File: src/hdl/lfsf_pkg.sv
// Package for the line-follow steering controller.
// Holds mode and command codes, fixed duties, register indexes and shared types.
// No dependencies.
package lfsf_pkg;

  localparam int unsigned POS_W   = 17;
  localparam int unsigned THR_W   = 16;
  localparam int unsigned LIM_W   = 12;
  localparam int unsigned DUTY_W  = 14;
  localparam int unsigned TIMER_W = 13;
  localparam int unsigned MODE_W  = 3;
  localparam int unsigned CMD_W   = 2;
  localparam int unsigned ADDR_W  = 3;
  localparam int unsigned WDATA_W = 16;
  localparam int unsigned IN_W    = 24;
  localparam int unsigned OUT_W   = 40;

  localparam logic [MODE_W-1:0] M_IDLE    = 3'd0;
  localparam logic [MODE_W-1:0] M_START   = 3'd1;
  localparam logic [MODE_W-1:0] M_FORWARD = 3'd2;
  localparam logic [MODE_W-1:0] M_MILD_L  = 3'd3;
  localparam logic [MODE_W-1:0] M_MILD_R  = 3'd4;
  localparam logic [MODE_W-1:0] M_SHARP_L = 3'd5;
  localparam logic [MODE_W-1:0] M_SHARP_R = 3'd6;
  localparam logic [MODE_W-1:0] M_STOP    = 3'd7;

  localparam logic [CMD_W-1:0] CMD_HOLD  = 2'd0;
  localparam logic [CMD_W-1:0] CMD_DRIVE = 2'd1;
  localparam logic [CMD_W-1:0] CMD_STOP  = 2'd2;

  localparam logic [ADDR_W-1:0] REG_SHARP_ENTER = 3'd0;
  localparam logic [ADDR_W-1:0] REG_MILD_ENTER  = 3'd1;
  localparam logic [ADDR_W-1:0] REG_MILD_EXIT   = 3'd2;
  localparam logic [ADDR_W-1:0] REG_SHARP_EXIT  = 3'd3;
  localparam logic [ADDR_W-1:0] REG_START_LIMIT = 3'd4;
  localparam logic [ADDR_W-1:0] REG_CRUISE      = 3'd5;
  localparam logic [ADDR_W-1:0] REG_MILD_OUTER  = 3'd6;
  localparam logic [ADDR_W-1:0] REG_MILD_INNER  = 3'd7;

  localparam logic [DUTY_W-1:0]  SHARP_OUTER = 14'd1500;
  localparam logic [DUTY_W-1:0]  SHARP_INNER = 14'd500;
  localparam logic [TIMER_W:0]   START_STEP  = 14'd80;
  localparam logic [TIMER_W-1:0] TIMER_MAX   = 13'd8191;

  localparam logic [THR_W-1:0]  RST_SHARP_ENTER = 16'd8000;
  localparam logic [THR_W-1:0]  RST_MILD_ENTER  = 16'd4800;
  localparam logic [THR_W-1:0]  RST_MILD_EXIT   = 16'd800;
  localparam logic [THR_W-1:0]  RST_SHARP_EXIT  = 16'd6000;
  localparam logic [LIM_W-1:0]  RST_START_LIMIT = 12'd1500;
  localparam logic [DUTY_W-1:0] RST_CRUISE      = 14'd2500;
  localparam logic [DUTY_W-1:0] RST_MILD_OUTER  = 14'd1700;
  localparam logic [DUTY_W-1:0] RST_MILD_INNER  = 14'd1000;

  typedef struct packed {
    logic [THR_W-1:0]  sharp_enter;
    logic [THR_W-1:0]  mild_enter;
    logic [THR_W-1:0]  mild_exit;
    logic [THR_W-1:0]  sharp_exit;
    logic [LIM_W-1:0]  start_limit;
    logic [DUTY_W-1:0] cruise_duty;
    logic [DUTY_W-1:0] mild_outer_duty;
    logic [DUTY_W-1:0] mild_inner_duty;
  } cfg_t;

  typedef struct packed {
    logic [MODE_W-1:0] mode;
    logic [DUTY_W-1:0] right_duty;
    logic [DUTY_W-1:0] left_duty;
    logic [CMD_W-1:0]  command;
  } result_t;

endpackage

File: src/hdl/lfsf_cfg.sv
// Configuration register file of the line-follow steering controller.
// Depends on lfsf_pkg.
module lfsf_cfg (
  input  logic                         clk,
  input  logic                         rst,
  input  logic                         cfg_we,
  input  logic [lfsf_pkg::ADDR_W-1:0]  cfg_addr,
  input  logic [lfsf_pkg::WDATA_W-1:0] cfg_wdata,
  output lfsf_pkg::cfg_t               cfg
);

  always_ff @(posedge clk) begin
    if (rst) begin
      cfg.sharp_enter     <= lfsf_pkg::RST_SHARP_ENTER;
      cfg.mild_enter      <= lfsf_pkg::RST_MILD_ENTER;
      cfg.mild_exit       <= lfsf_pkg::RST_MILD_EXIT;
      cfg.sharp_exit      <= lfsf_pkg::RST_SHARP_EXIT;
      cfg.start_limit     <= lfsf_pkg::RST_START_LIMIT;
      cfg.cruise_duty     <= lfsf_pkg::RST_CRUISE;
      cfg.mild_outer_duty <= lfsf_pkg::RST_MILD_OUTER;
      cfg.mild_inner_duty <= lfsf_pkg::RST_MILD_INNER;
    end else if (cfg_we) begin
      unique case (cfg_addr)
        lfsf_pkg::REG_SHARP_ENTER: cfg.sharp_enter <= cfg_wdata;
        lfsf_pkg::REG_MILD_ENTER:  cfg.mild_enter  <= cfg_wdata;
        lfsf_pkg::REG_MILD_EXIT:   cfg.mild_exit   <= cfg_wdata;
        lfsf_pkg::REG_SHARP_EXIT:  cfg.sharp_exit  <= cfg_wdata;
        lfsf_pkg::REG_START_LIMIT: cfg.start_limit <= cfg_wdata[lfsf_pkg::LIM_W-1:0];
        lfsf_pkg::REG_CRUISE:      cfg.cruise_duty <= cfg_wdata[lfsf_pkg::DUTY_W-1:0];
        lfsf_pkg::REG_MILD_OUTER:  cfg.mild_outer_duty <= cfg_wdata[lfsf_pkg::DUTY_W-1:0];
        lfsf_pkg::REG_MILD_INNER:  cfg.mild_inner_duty <= cfg_wdata[lfsf_pkg::DUTY_W-1:0];
        default: ;
      endcase
    end
  end

endmodule

File: src/hdl/lfsf_step.sv
// Next-state and command logic for one control tick.
// Depends on lfsf_pkg.
module lfsf_step (
  input  lfsf_pkg::cfg_t                     cfg,
  input  logic [lfsf_pkg::MODE_W-1:0]        mode,
  input  logic [lfsf_pkg::TIMER_W-1:0]       timer,
  input  logic signed [lfsf_pkg::POS_W-1:0]  line_position,
  input  logic                               bumped,
  input  logic                               button_pressed,
  output logic [lfsf_pkg::MODE_W-1:0]        mode_next,
  output logic [lfsf_pkg::TIMER_W-1:0]       timer_next,
  output lfsf_pkg::result_t                  res
);

  logic signed [lfsf_pkg::POS_W:0] pos;
  logic signed [lfsf_pkg::POS_W:0] se, me, mx, sx;
  logic [lfsf_pkg::TIMER_W:0]      tsum;
  logic [lfsf_pkg::TIMER_W-1:0]    tsat;

  assign pos = {line_position[lfsf_pkg::POS_W-1], line_position};
  assign se  = signed'({2'b00, cfg.sharp_enter});
  assign me  = signed'({2'b00, cfg.mild_enter});
  assign mx  = signed'({2'b00, cfg.mild_exit});
  assign sx  = signed'({2'b00, cfg.sharp_exit});

  assign tsum = {1'b0, timer} + lfsf_pkg::START_STEP;
  assign tsat = tsum[lfsf_pkg::TIMER_W] ? lfsf_pkg::TIMER_MAX : tsum[lfsf_pkg::TIMER_W-1:0];

  always_comb begin
    mode_next      = mode;
    timer_next     = timer;
    res.command    = lfsf_pkg::CMD_HOLD;
    res.left_duty  = '0;
    res.right_duty = '0;
    if (bumped) begin
      mode_next   = lfsf_pkg::M_STOP;
      res.command = lfsf_pkg::CMD_STOP;
    end else begin
      unique case (mode)
        lfsf_pkg::M_IDLE: begin
          if (button_pressed) begin
            mode_next  = lfsf_pkg::M_START;
            timer_next = '0;
          end
        end
        lfsf_pkg::M_START: begin
          res.command    = lfsf_pkg::CMD_DRIVE;
          res.left_duty  = cfg.cruise_duty;
          res.right_duty = cfg.cruise_duty;
          timer_next     = tsat;
          if (tsat >= {1'b0, cfg.start_limit}) begin
            mode_next = lfsf_pkg::M_FORWARD;
          end
        end
        lfsf_pkg::M_FORWARD: begin
          priority if (pos > se) begin
            mode_next = lfsf_pkg::M_SHARP_L;
          end else if (pos > me) begin
            mode_next = lfsf_pkg::M_MILD_L;
          end else if (pos < -se) begin
            mode_next = lfsf_pkg::M_SHARP_R;
          end else if (pos < -me) begin
            mode_next = lfsf_pkg::M_MILD_R;
          end else begin
            res.command    = lfsf_pkg::CMD_DRIVE;
            res.left_duty  = cfg.cruise_duty;
            res.right_duty = cfg.cruise_duty;
          end
        end
        lfsf_pkg::M_MILD_L: begin
          res.command    = lfsf_pkg::CMD_DRIVE;
          res.left_duty  = cfg.mild_outer_duty;
          res.right_duty = cfg.mild_inner_duty;
          if (pos <= mx) begin
            mode_next = lfsf_pkg::M_FORWARD;
          end else if (pos > se) begin
            mode_next = lfsf_pkg::M_SHARP_L;
          end
        end
        lfsf_pkg::M_MILD_R: begin
          res.command    = lfsf_pkg::CMD_DRIVE;
          res.left_duty  = cfg.mild_inner_duty;
          res.right_duty = cfg.mild_outer_duty;
          if (pos >= -mx) begin
            mode_next = lfsf_pkg::M_FORWARD;
          end else if (pos < -se) begin
            mode_next = lfsf_pkg::M_SHARP_R;
          end
        end
        lfsf_pkg::M_SHARP_L: begin
          res.command    = lfsf_pkg::CMD_DRIVE;
          res.left_duty  = lfsf_pkg::SHARP_OUTER;
          res.right_duty = lfsf_pkg::SHARP_INNER;
          if (pos <= sx) begin
            mode_next = lfsf_pkg::M_FORWARD;
          end
        end
        lfsf_pkg::M_SHARP_R: begin
          res.command    = lfsf_pkg::CMD_DRIVE;
          res.left_duty  = lfsf_pkg::SHARP_INNER;
          res.right_duty = lfsf_pkg::SHARP_OUTER;
          if (pos >= -sx) begin
            mode_next = lfsf_pkg::M_FORWARD;
          end
        end
        lfsf_pkg::M_STOP: begin
          mode_next   = lfsf_pkg::M_STOP;
          res.command = lfsf_pkg::CMD_STOP;
        end
        default: begin
          mode_next   = lfsf_pkg::M_STOP;
          res.command = lfsf_pkg::CMD_STOP;
        end
      endcase
    end
    res.mode = mode_next;
  end

endmodule

File: src/hdl/line_follow_steering_fsm.sv
// Top level of the line-follow steering controller: mode and timer state,
// output word register and stream handshakes. Depends on lfsf_pkg, lfsf_cfg, lfsf_step.
// The result word of an accepted input word is registered and shown on m_tdata in the next cycle.
// Throughput: one word per cycle; a word is taken whenever the output register
// is empty or being drained in the same cycle.
// Reset (rst, synchronous): registers to defaults, mode idle, timer zero, output empty.
module line_follow_steering_fsm (
  input  logic                         clk,
  input  logic                         rst,
  input  logic                         cfg_we,
  input  logic [lfsf_pkg::ADDR_W-1:0]  cfg_addr,
  input  logic [lfsf_pkg::WDATA_W-1:0] cfg_wdata,
  input  logic                         s_tvalid,
  output logic                         s_tready,
  // line_position[16:0], bumped[17], button_pressed[18], zero[23:19]
  input  logic [lfsf_pkg::IN_W-1:0]    s_tdata,
  output logic                         m_tvalid,
  input  logic                         m_tready,
  // command[1:0], left_duty[15:2], right_duty[29:16], mode[32:30], zero[39:33]
  output logic [lfsf_pkg::OUT_W-1:0]   m_tdata
);

  lfsf_pkg::cfg_t                    cfg;
  logic [lfsf_pkg::MODE_W-1:0]       mode;
  logic [lfsf_pkg::MODE_W-1:0]       mode_next;
  logic [lfsf_pkg::TIMER_W-1:0]      timer;
  logic [lfsf_pkg::TIMER_W-1:0]      timer_next;
  lfsf_pkg::result_t                 res;
  lfsf_pkg::result_t                 out_word;
  logic                              accept;

  lfsf_cfg u_cfg (
    .clk       (clk),
    .rst       (rst),
    .cfg_we    (cfg_we),
    .cfg_addr  (cfg_addr),
    .cfg_wdata (cfg_wdata),
    .cfg       (cfg)
  );

  lfsf_step u_step (
    .cfg            (cfg),
    .mode           (mode),
    .timer          (timer),
    .line_position  (signed'(s_tdata[lfsf_pkg::POS_W-1:0])),
    .bumped         (s_tdata[lfsf_pkg::POS_W]),
    .button_pressed (s_tdata[lfsf_pkg::POS_W+1]),
    .mode_next      (mode_next),
    .timer_next     (timer_next),
    .res            (res)
  );

  assign s_tready = !m_tvalid || m_tready;
  assign accept   = s_tvalid && s_tready;
  assign m_tdata  = {{(lfsf_pkg::OUT_W - $bits(lfsf_pkg::result_t)){1'b0}}, out_word};

  always_ff @(posedge clk) begin
    if (rst) begin
      mode     <= lfsf_pkg::M_IDLE;
      timer    <= '0;
      m_tvalid <= 1'b0;
    end else begin
      if (accept) begin
        mode     <= mode_next;
        timer    <= timer_next;
        m_tvalid <= 1'b1;
      end else if (m_tready) begin
        m_tvalid <= 1'b0;
      end
    end
  end

  always_ff @(posedge clk) begin
    if (accept) begin
      out_word <= res;
    end
  end

  a_bump_stops: assert property (@(posedge clk) disable iff (rst)
    accept && s_tdata[lfsf_pkg::POS_W] |=> m_tvalid && out_word.mode == lfsf_pkg::M_STOP
      && out_word.command == lfsf_pkg::CMD_STOP)
    else $error("bump did not force stop");

  a_stop_absorbs: assert property (@(posedge clk) disable iff (rst)
    mode == lfsf_pkg::M_STOP |=> mode == lfsf_pkg::M_STOP)
    else $error("left stop mode");

  a_idle_duties: assert property (@(posedge clk) disable iff (rst)
    m_tvalid && out_word.command != lfsf_pkg::CMD_DRIVE |->
      out_word.left_duty == '0 && out_word.right_duty == '0)
    else $error("nonzero duty without drive");

  a_mode_tracks: assert property (@(posedge clk) disable iff (rst)
    accept |=> out_word.mode == mode)
    else $error("result mode differs from state");

  a_state_holds: assert property (@(posedge clk) disable iff (rst)
    !accept && !$past(rst) |=> $stable(mode) && $stable(timer))
    else $error("state changed without input");

endmodule
File: config.mk
export PLATFORM = sky130hd
export DESIGN_NAME = line_follow_steering_fsm
export DESIGN_NICKNAME = d
export VERILOG_FILES = /design/src/hdl/lfsf_pkg.sv /design/src/hdl/lfsf_cfg.sv /design/src/hdl/lfsf_step.sv /design/src/hdl/line_follow_steering_fsm.sv
export SDC_FILE = /design/constraint.sdc
export NUM_CORES = 1
export LEC_CHECK = 0
export BUFFER_PORTS_ARGS = -buffer_cell sky130_fd_sc_hd__buf_4
export CORE_MARGIN = 5
export CORE_UTILIZATION = 45
export DETAILED_ROUTE_END_ITERATION = 7
export GPL_TIMING_DRIVEN = 0
export HOLD_SLACK_MARGIN = 0.12
export PLACE_DENSITY_LB_ADDON = 0.1
export RECOVER_POWER = 50
export SLEW_MARGIN = 20
export SYNTH_ARGS = -nofsm -noshare
export SYNTH_HDL_FRONTEND = slang
export SYNTH_SLANG_ARGS = --single-unit
File: constraint.sdc
create_clock -name clk -period 6.1 [get_ports clk]
set_input_delay 0.915 -clock clk [delete_from_list [all_inputs] [get_ports clk]]
set_output_delay 0.915 -clock clk [all_outputs]
set_load 0.02 [all_outputs]
==> summary.md, run 1 <==
| Metric | Value |
|---|---|
| Clock transition at path regs | `0.07 ns` |
| Worst skew pair latency | `roughly 0.44 ns` |
| Sequential area share after synthesis | `32.5%` |
| Max Buffers Root-to-Sink | `2` |
| Clock skew | `roughly 0.011 ns` |
| Peak VDD IR | `about 170 uV` |
| Core Box Area | `roughly 0.025 mm2` |
| R2R cell count | `18` |
| Post-synthesis cell area | `between 0.01 and 0.015 mm2` |
| Top post-synthesis cells by area | `dfxtp_1 (24%), ha_1 (16%), edfxtp_1 (8.7%)` |
| CTS Buf Count | `17` |
| DRT iter0 DRCs | `between 700 and 800` |
| GR Util All Layers | `around a quarter` |
| Vias | `10256` |
| Initial antenna violation count | `2` |
| Post-synthesis cell type count | `70` |
| Crit path cell chain | `inv_1, nand4_1, nor2_1, nand3_1, or4_1, clkbuf_1, nand2b_1, nand2_1, o21ai_0, ha_1, and4_1, nand2_1, a2111o_1, o211ai_1, mux2_4, o311ai_0, nand2_1, or3b_1` |
| Critical setup path kind | `flip-flop to flip-flop` |
| First-pass GRT wire length | `about 54000 um` |
| Grt ovf | `0` |
| Layout cells sized above 1 | `~6.5%` |
| Synth Area per Inst | `slightly above 8 um2` |
| Postcts setup bufs | `0` |
| Max Fclk | `0.223 GHz` |
| Register bit total from synthesis | `roughly 170` |
| Period minus WS final | `4.49 ns` |
| Final hold vios | `0` |
| Yosys top cell area share | `about a quarter` |
| Final Instance Area | `0.0127 mm2` |
| Max Cap Viol | `0` |
| Arrival time worst endpoint | `4.66 ns` |
| Detailed Place HPWL | `about 26000 um` |
| Synth Instances | `1403` |
| Boundary pin count | `90` |
| Final period utilization | `73.6%` |
| WHS Endpoint | `timer[1]` |
| CP most frequent cell | `nand2_1` |
| Die Area | `roughly 0.029 mm2` |
| Die X | `approximately 170 um` |
| DRT Pass-1 Iters | `5` |
| CTS H-Tree Depth | `4` |
| Die Y-Extent | `between 150 and 200 um` |
| Worst Hold Depth | `2` |
| Post-synth top area cell | `dfxtp_1` |
| Peak fanout along the critical path | `5` |
| FF-to-FF setup slack | `1.61 ns` |
| Synth-to-Final Area Change | `12.2%` |
| Peak per-stage delay on the critical path | `a little over 0.4 ns` |
| Placer Congestion | `0.914` |
| Status | `finished, final reports clean` |
| Ys flop type | `dfxtp_1` |
| DR WL/cell | `between 15 and 20 um` |
| Worst path slowest cell | `or4_1` |
| Worst hold margin | `~0.45 ns` |
| Clk sinks | `168` |
| Post-DRT Antenna Nets | `0` |
| Asr flop ratio synth | `0%` |
| Worst EP required | `6.27 ns` |
| TritonCTS clock tree | `done` |
| Critical Path End Type | `flip-flop` |
| Post-DR vias/cell | `between 5 and 6` |
| Crit. Startpoint | `u_cfg.cfg[89]` |
| Largest net degree at the start of global routing | `38` |
| Antenna diode count | `0` |
| Initial core utilization | `~45%` |
| Post-CTS Hold Buffers | `0` |
| Post-CTS sizing | `0` |
| Vias in the first global route | `between 9000 and 10000` |
| Row count | `58` |
| HP Start | `timer[1]` |
| Port bufs | `62` |
| Synth Warn # | `0` |
| P_leak | `5.24 nW` |
| Worst Max-Slew Pin Slew | `between 1 and 1.5 ns` |
| Final #Nets | `1687` |
| FF-to-FF Start | `u_cfg.cfg[89]` |
| EDFF count, synth | `33` |
| Sum of negative setup slack | `0 ns` |
| Placed insts | `around 1800` |
| CP startpoint kind | `flip-flop` |
| Crit Reg-Reg Endpoint | `m_tdata[31]` |
| Final setup fails | `0` |
| Post-DP Area | `~0.012 mm2` |
| Rel. slew slack | `between 10% and 20%` |
| Fin. max-slew vios | `0` |
| DRC viols | `0` |
| Buf/Inv on CP | `2` |
| RSZ-0062 raised after global routing | `false` |
| Crit-path leading delay family | `simple AND/OR/NAND/NOR gates` |
| Worst hold path class | `flip-flop to flip-flop` |
| PD cells | `~220 mW/mm2` |
| Root buf cell | `clkbuf_16` |
| Post-Layout Cell Count | `between 1500 and 2000` |
| DRT Wirelength | `roughly 35000 um` |
==> cells in the final DEF, fill, tap and decap left out, drive strengths merged, types with 3 or more instances in the layout <==
master / count
edfxtp: 33
and3: 8
a221oi: 5
nor2: 119
nor3b: 3
ha: 149
nand2b: 14
a211o: 30
nand4: 36
inv: 101
nand2: 254
and4: 6
xor2: 8
o2bb2ai: 18
xnor2: 50
nand3: 27
or3: 4
clkbuf: 111
a31oi: 5
conb: 7
a21o: 18
nand3b: 23
nor2b: 7
a211oi: 8
o211ai: 3
or4: 3
a22oi: 30
dfxtp: 135
clkinv: 4
buf: 42
a21oi: 133
o21ai: 18
nor4: 19
mux2i: 6
nor3: 30
==> synthesized netlist by cell type, drive strengths merged (7+ instances only) <==
cell and n:
xor2 8, edfxtp 33, a21oi 133, nand2 254, clkbuf 57, buf 16, nand2b 14, nor3 30
xnor2 50, nand4 36, nor4 19, inv 92, o2bb2ai 18, a211oi 8, nor2b 7, a211o 30
nand3 27, o21ai 18, a21o 18, a22oi 30, nor2 119, ha 149, nand3b 23, and3 8
dfxtp 135
==> sequential cells by signal, indices dropped and copies added (netlist names) <==
| signal | cells |
|---|---|
| u_cfg.cfg | 118 |
| m_tvalid | 1 |
| m_tdata | 33 |
| timer | 13 |
| mode | 3 |
==> metrics by stage <==
step / power, W / setup WS (ns) / utilization [%]
final: 0.00280 / 1.61 / 50.9
after global routing: 0.00292 / 1.18 / 50.9
after CTS: 0.00283 / 1.66 / 51.4
after detailed placement: 0.00170 / 1.69 / 49.0
after global placement: 0.00169 / 1.73 / 48.9
after floorplan: 0.00153 / 2.26 / -
==> where the power goes <==
| group | switching (W) | internal (W) | leakage (nW) |
|---|---|---|---|
| registers | 0.0000238 | 0.00117 | 1.43 |
| clock network | 0.000512 | 0.000625 | 0.299 |
| logic | 0.000306 | 0.000164 | 3.51 |
==> cell families (layout without fill, tap and decap cells) <==
family | after synthesis | in the layout | share of synthesized area, %
XOR/XNOR | 58 | 58 | 4.47
adder cells (fa/ha/maj) | 149 | 149 | 16.4
flip-flops | 168 | 168 | 32.5
AO/OA/AOI/OAI | 294 | 294 | 17.2
other | 1 | 7 | 0.0330
buffers and inverters | 166 | 260 | 6.00
AND/OR/NAND/NOR | 559 | 559 | 22.6
multiplexers | 8 | 8 | 0.760
==> worst max-delay path by stage <==
stage,to,cells past startpoint
global route,m_tdata[31],13
global placement,m_tdata[31],18
floorplan,m_tdata[31],18
CTS,m_tdata[31],18
finish,m_tdata[31],18
detailed placement,m_tdata[31],18
==> worst reg2reg max path: stages, from the launching register on <==
cell	delay [ns]
dfxtp_1	0.31
inv_1	0.15
nand4_1	0.15
nor2_1	0.18
nand3_1	0.14
or4_1	0.41
clkbuf_1	0.17
nand2b_1	0.17
nand2_1	0.06
o21ai_0	0.08
ha_1	0.31
and4_1	0.21
nand2_1	0.10
a2111o_1	0.33
o211ai_1	0.12
mux2_4	0.37
o311ai_0	0.40
nand2_1	0.13
or3b_1	0.41
==> per-layer routing <==
metal	wire, um	vias up	global-route usage (%)
met1	15300	4794	32.5
met2	16300	291	40.6
met3	2060	52	3.71
met4	833	4	7.16
li1	-	5115	-
met5	33	-	0
==> final cells by class <==
class	instances	area, um2
clock buffer	18	429
clock inverter	14	180
timing repair buffer	62	334
multi-input combinational	1075	7010
tap	330	413
sequential	168	3690
buffer	73	332
fill	2467	12300
inverter	93	349
(Power assumes the default switching activity.)
==> run 2: changes to the inputs <==
Clock period 6.1 ns to 4.52 ns, I/O delays scaled along.
==> run 2 against run 1 <==
Net effect: cell area rose by 0.15%; global-route usage did not move; largest power group unchanged; setup slack worse by 1.3 ns; clock power rose by 35%; combinational power grew 35%; maximum frequency grew 5.6%; non-clock buffer count fell by 1; critical path depth decreased by 1; via count grew 0.22%; die area did not move; largest cell class unchanged; highest routed layer unchanged.
==> summary.md, run 2 (synthesis gave the netlist of run 1 again) <==
| Metric | Value |
|---|---|
| GR Util All Layers | `24.3% (unchanged)` |
| Status | `finished, final reports clean` |
| Grt ovf | `0 (unchanged)` |
| Largest register by flop count | `u_cfg.cfg` |
| Period minus WS final | `4.25 ns (-0.237 ns)` |
| FF-to-FF setup slack | `0.27 ns (-1.34 ns)` |
| DRT Pass-1 Iters | `5 (unchanged)` |
| Clk sinks | `168 (unchanged)` |
| R2R cell count | `17 (-1)` |
| Max Buffers Root-to-Sink | `2 (unchanged)` |
| Postcts setup bufs | `0 (unchanged)` |
| Initial antenna violation count | `2 (unchanged)` |
| FILL cells | `2461 (-0.24%)` |
| Total net switching power | `0.00114 W (+36%)` |
| Critical setup path kind | `flip-flop to flip-flop` |
| Max Cap Viol | `0 (unchanged)` |
| Boundary pin count | `90 (unchanged)` |
| Die X | `169 um (unchanged)` |
| Post-DR vias/cell | `5.61 (+0.28%)` |
| First-pass GRT wire length | `53800 um (unchanged)` |
| HP Start | `timer[1]` |
| Core Box Area | `0.0250 mm2 (unchanged)` |
| Placer Congestion | `0.914 (unchanged)` |
| Port bufs | `62 (unchanged)` |
| DRT iter0 DRCs | `748 (+3.7%)` |
| DRC viols | `0 (unchanged)` |
| Switch share | `30.1% (+0.097 points)` |
| Peak fanout along the critical path | `10 (+5)` |
| CP startpoint kind | `flip-flop` |
| Post-CTS Hold Buffers | `0 (unchanged)` |
| RSZ-0062 raised after global routing | `false` |
| Vias | `10279 (+0.22%)` |
| Post-DP Area | `0.0123 mm2 (unchanged)` |
| Antenna diode count | `0 (unchanged)` |
| PD cells | `297 mW/mm2 (+35%)` |
| Max Fclk | `0.235 GHz (+5.6%)` |
| Worst hold path class | `flip-flop to flip-flop` |
| Synth-to-Final Area Change | `12.4%` |
| Largest register FFs | `118 (unchanged)` |
| Clock skew | `0.0142 ns (+0.00296 ns)` |
| Final hold vios | `0 (unchanged)` |
| WHS Endpoint | `timer[1]` |
| Commonest non-fill, non-tap cells in the layout | `nand2_1 (254), ha_1 (149), dfxtp_1 (135), a21oi_1 (132), nor2_1 (117)` |
| Crit path cell chain | `inv_1, nand4_1, nor2_1, nand3_1, or4_1, nor4_1, xnor2_1, ha_1, and3_1, nand3_1, a311o_1, o211a_1, nor2_2, nand4_2, a21oi_4, buf_6, o2bb2ai_1` |
| Clock group share of total power | `40.6% (about the same)` |
| Layout cells sized above 1 | `6.92% (+0.40 points)` |
| P_leak | `5.24 nW (about the same)` |
| Post-DRT Antenna Nets | `0 (unchanged)` |
| Worst path slowest cell | `or4_1` |
| Critical Path End Type | `flip-flop` |
| Vias in the first global route | `9661 (unchanged)` |
| Most common cell after layout, fill and taps aside | `nand2_1` |
| CTS Buf Count | `17 (unchanged)` |
| Worst Hold Depth | `2 (unchanged)` |
| Die Area | `0.0285 mm2 (unchanged)` |
| Initial core utilization | `45.3% (unchanged)` |
| Logic pwr share | `16.8% (about the same)` |
| TritonCTS clock tree | `done` |
| DR WL/cell | `18.9 um (+0.23%)` |
| Reg power frac | `42.7% (about the same)` |
| Rel. slew slack | `10.5% (-0.64 points)` |
| FF-to-FF Start | `u_cfg.cfg[104]` |
| DRT Wirelength | `34600 um (+0.17%)` |
| CTS H-Tree Depth | `4 (unchanged)` |
| Crit Reg-Reg Endpoint | `m_tdata[19]` |
| Worst EP required | `4.77 ns (-1.50 ns)` |
| Peak VDD IR | `226 uV (+35%)` |
| Clock transition at path regs | `0.07 ns (about the same)` |
| Final #Nets | `1686 (-0.059%)` |
| Peak per-stage delay on the critical path | `0.49 ns (+0.08 ns)` |
| Largest net degree at the start of global routing | `38 (unchanged)` |
| Final Instance Area | `0.0128 mm2 (+0.15%)` |
| Worst Max-Slew Pin Slew | `1.34 ns (+0.00954 ns)` |
| Pint | `0.00265 W (+35%)` |
| Sum of negative setup slack | `0 ns (unchanged)` |
| Final period utilization | `94.0% (+20 points)` |
| Arrival time worst endpoint | `4.50 ns (-0.16 ns)` |
| Final setup fails | `0 (unchanged)` |
| CP most frequent cell | `nand3_1` |
| Die Y-Extent | `169 um (unchanged)` |
| Row count | `58 (unchanged)` |
| Worst skew pair latency | `0.44 ns (about the same)` |
| Fin. max-slew vios | `0 (unchanged)` |
| Detailed Place HPWL | `25600 um (unchanged)` |
| Post-CTS sizing | `0 (unchanged)` |
| Root buf cell | `clkbuf_16` |
==> run 2: cell count changes in the layout (fill, tap and decap cells not counted), moves of 2 or more <==
cell / previous run / this run
inv_1: 92 / 90
nor4_1: 19 / 17
nor4_2: 0 / 2
inv_2: 0 / 2
==> run 2: how the worst max path moves through the flow <==
stage / startpoint / end / slack [ns] / depth (start not counted)
global route: u_cfg.cfg[105] / m_tdata[19] / 0.02 / 17
finish: u_cfg.cfg[104] / m_tdata[19] / 0.27 / 17
floorplan: u_cfg.cfg[89] / m_tdata[31] / 0.68 / 18
CTS: u_cfg.cfg[89] / m_tdata[31] / 0.08 / 18
global placement: u_cfg.cfg[89] / m_tdata[31] / 0.15 / 18
detailed placement: u_cfg.cfg[89] / m_tdata[31] / 0.11 / 18
==> run 2: critical path: cells and delay by family, from the launching register on <==
| family | cells | cell delay (ns) |
|---|---|---|
| buffers and inverters | 2 | 0.37 |
| adders and majority gates | 1 | 0.27 |
| AOI/OAI and AO/OA | 4 | 1.12 |
| DFF | 1 | 0.34 |
| xor gates and xnor gates | 1 | 0.12 |
| and+or+nand+nor | 9 | 1.82 |
==> run 2: routing by layer <==
layer | GRT usage [%] | vias up | wire (um)
met4 | 7.16 | 4 | 915
met1 | 32.5 | 4819 | 15400
met3 | 3.71 | 54 | 1970
met5 | 0 | - | 33
met2 | 40.6 | 289 | 16300
li1 | - | 5113 | -
==> run 2: power by group through the flow <==
stage	sequential (W)	clock (W)	combinational [W]
2_1_floorplan	0.00167	0	0.000388
3_3_place_gp	0.00165	0	0.000635
3_5_place_dp	0.00165	0	0.000645
4_1_cts	0.00162	0.00155	0.000650
5_1_grt	0.00162	0.00162	0.000707
6_report	0.00162	0.00154	0.000636
==> run 2: layout make-up <==
cell class / instances / area [um2] / share of cell area, %
buffer: 72 / 328 / 2.57
clock buffer: 18 / 429 / 3.36
clock inverter: 14 / 180 / 1.41
inverter: 93 / 349 / 2.74
multi-input combinational: 1075 / 7030 / 55.1
sequential: 168 / 3690 / 29.0
tap: 330 / 413 / 3.24
timing repair buffer: 62 / 330 / 2.59
==> run 2: stage by stage <==
step | power [W] | utilization [%] | hold slack, ns | std cells | worst slack, ns
after floorplan | 0.00206 | - | 0.431 | 1409 | 0.685
after global placement | 0.00228 | 48.9 | 0.438 | 1801 | 0.145
after detailed placement | 0.00229 | 49.0 | 0.444 | 1801 | 0.108
after CTS | 0.00382 | 51.4 | 0.454 | 1833 | 0.0816
after global routing | 0.00395 | 50.9 | 0.471 | 1832 | 0.0153
final | 0.00379 | 50.9 | 0.453 | 1832 | 0.270
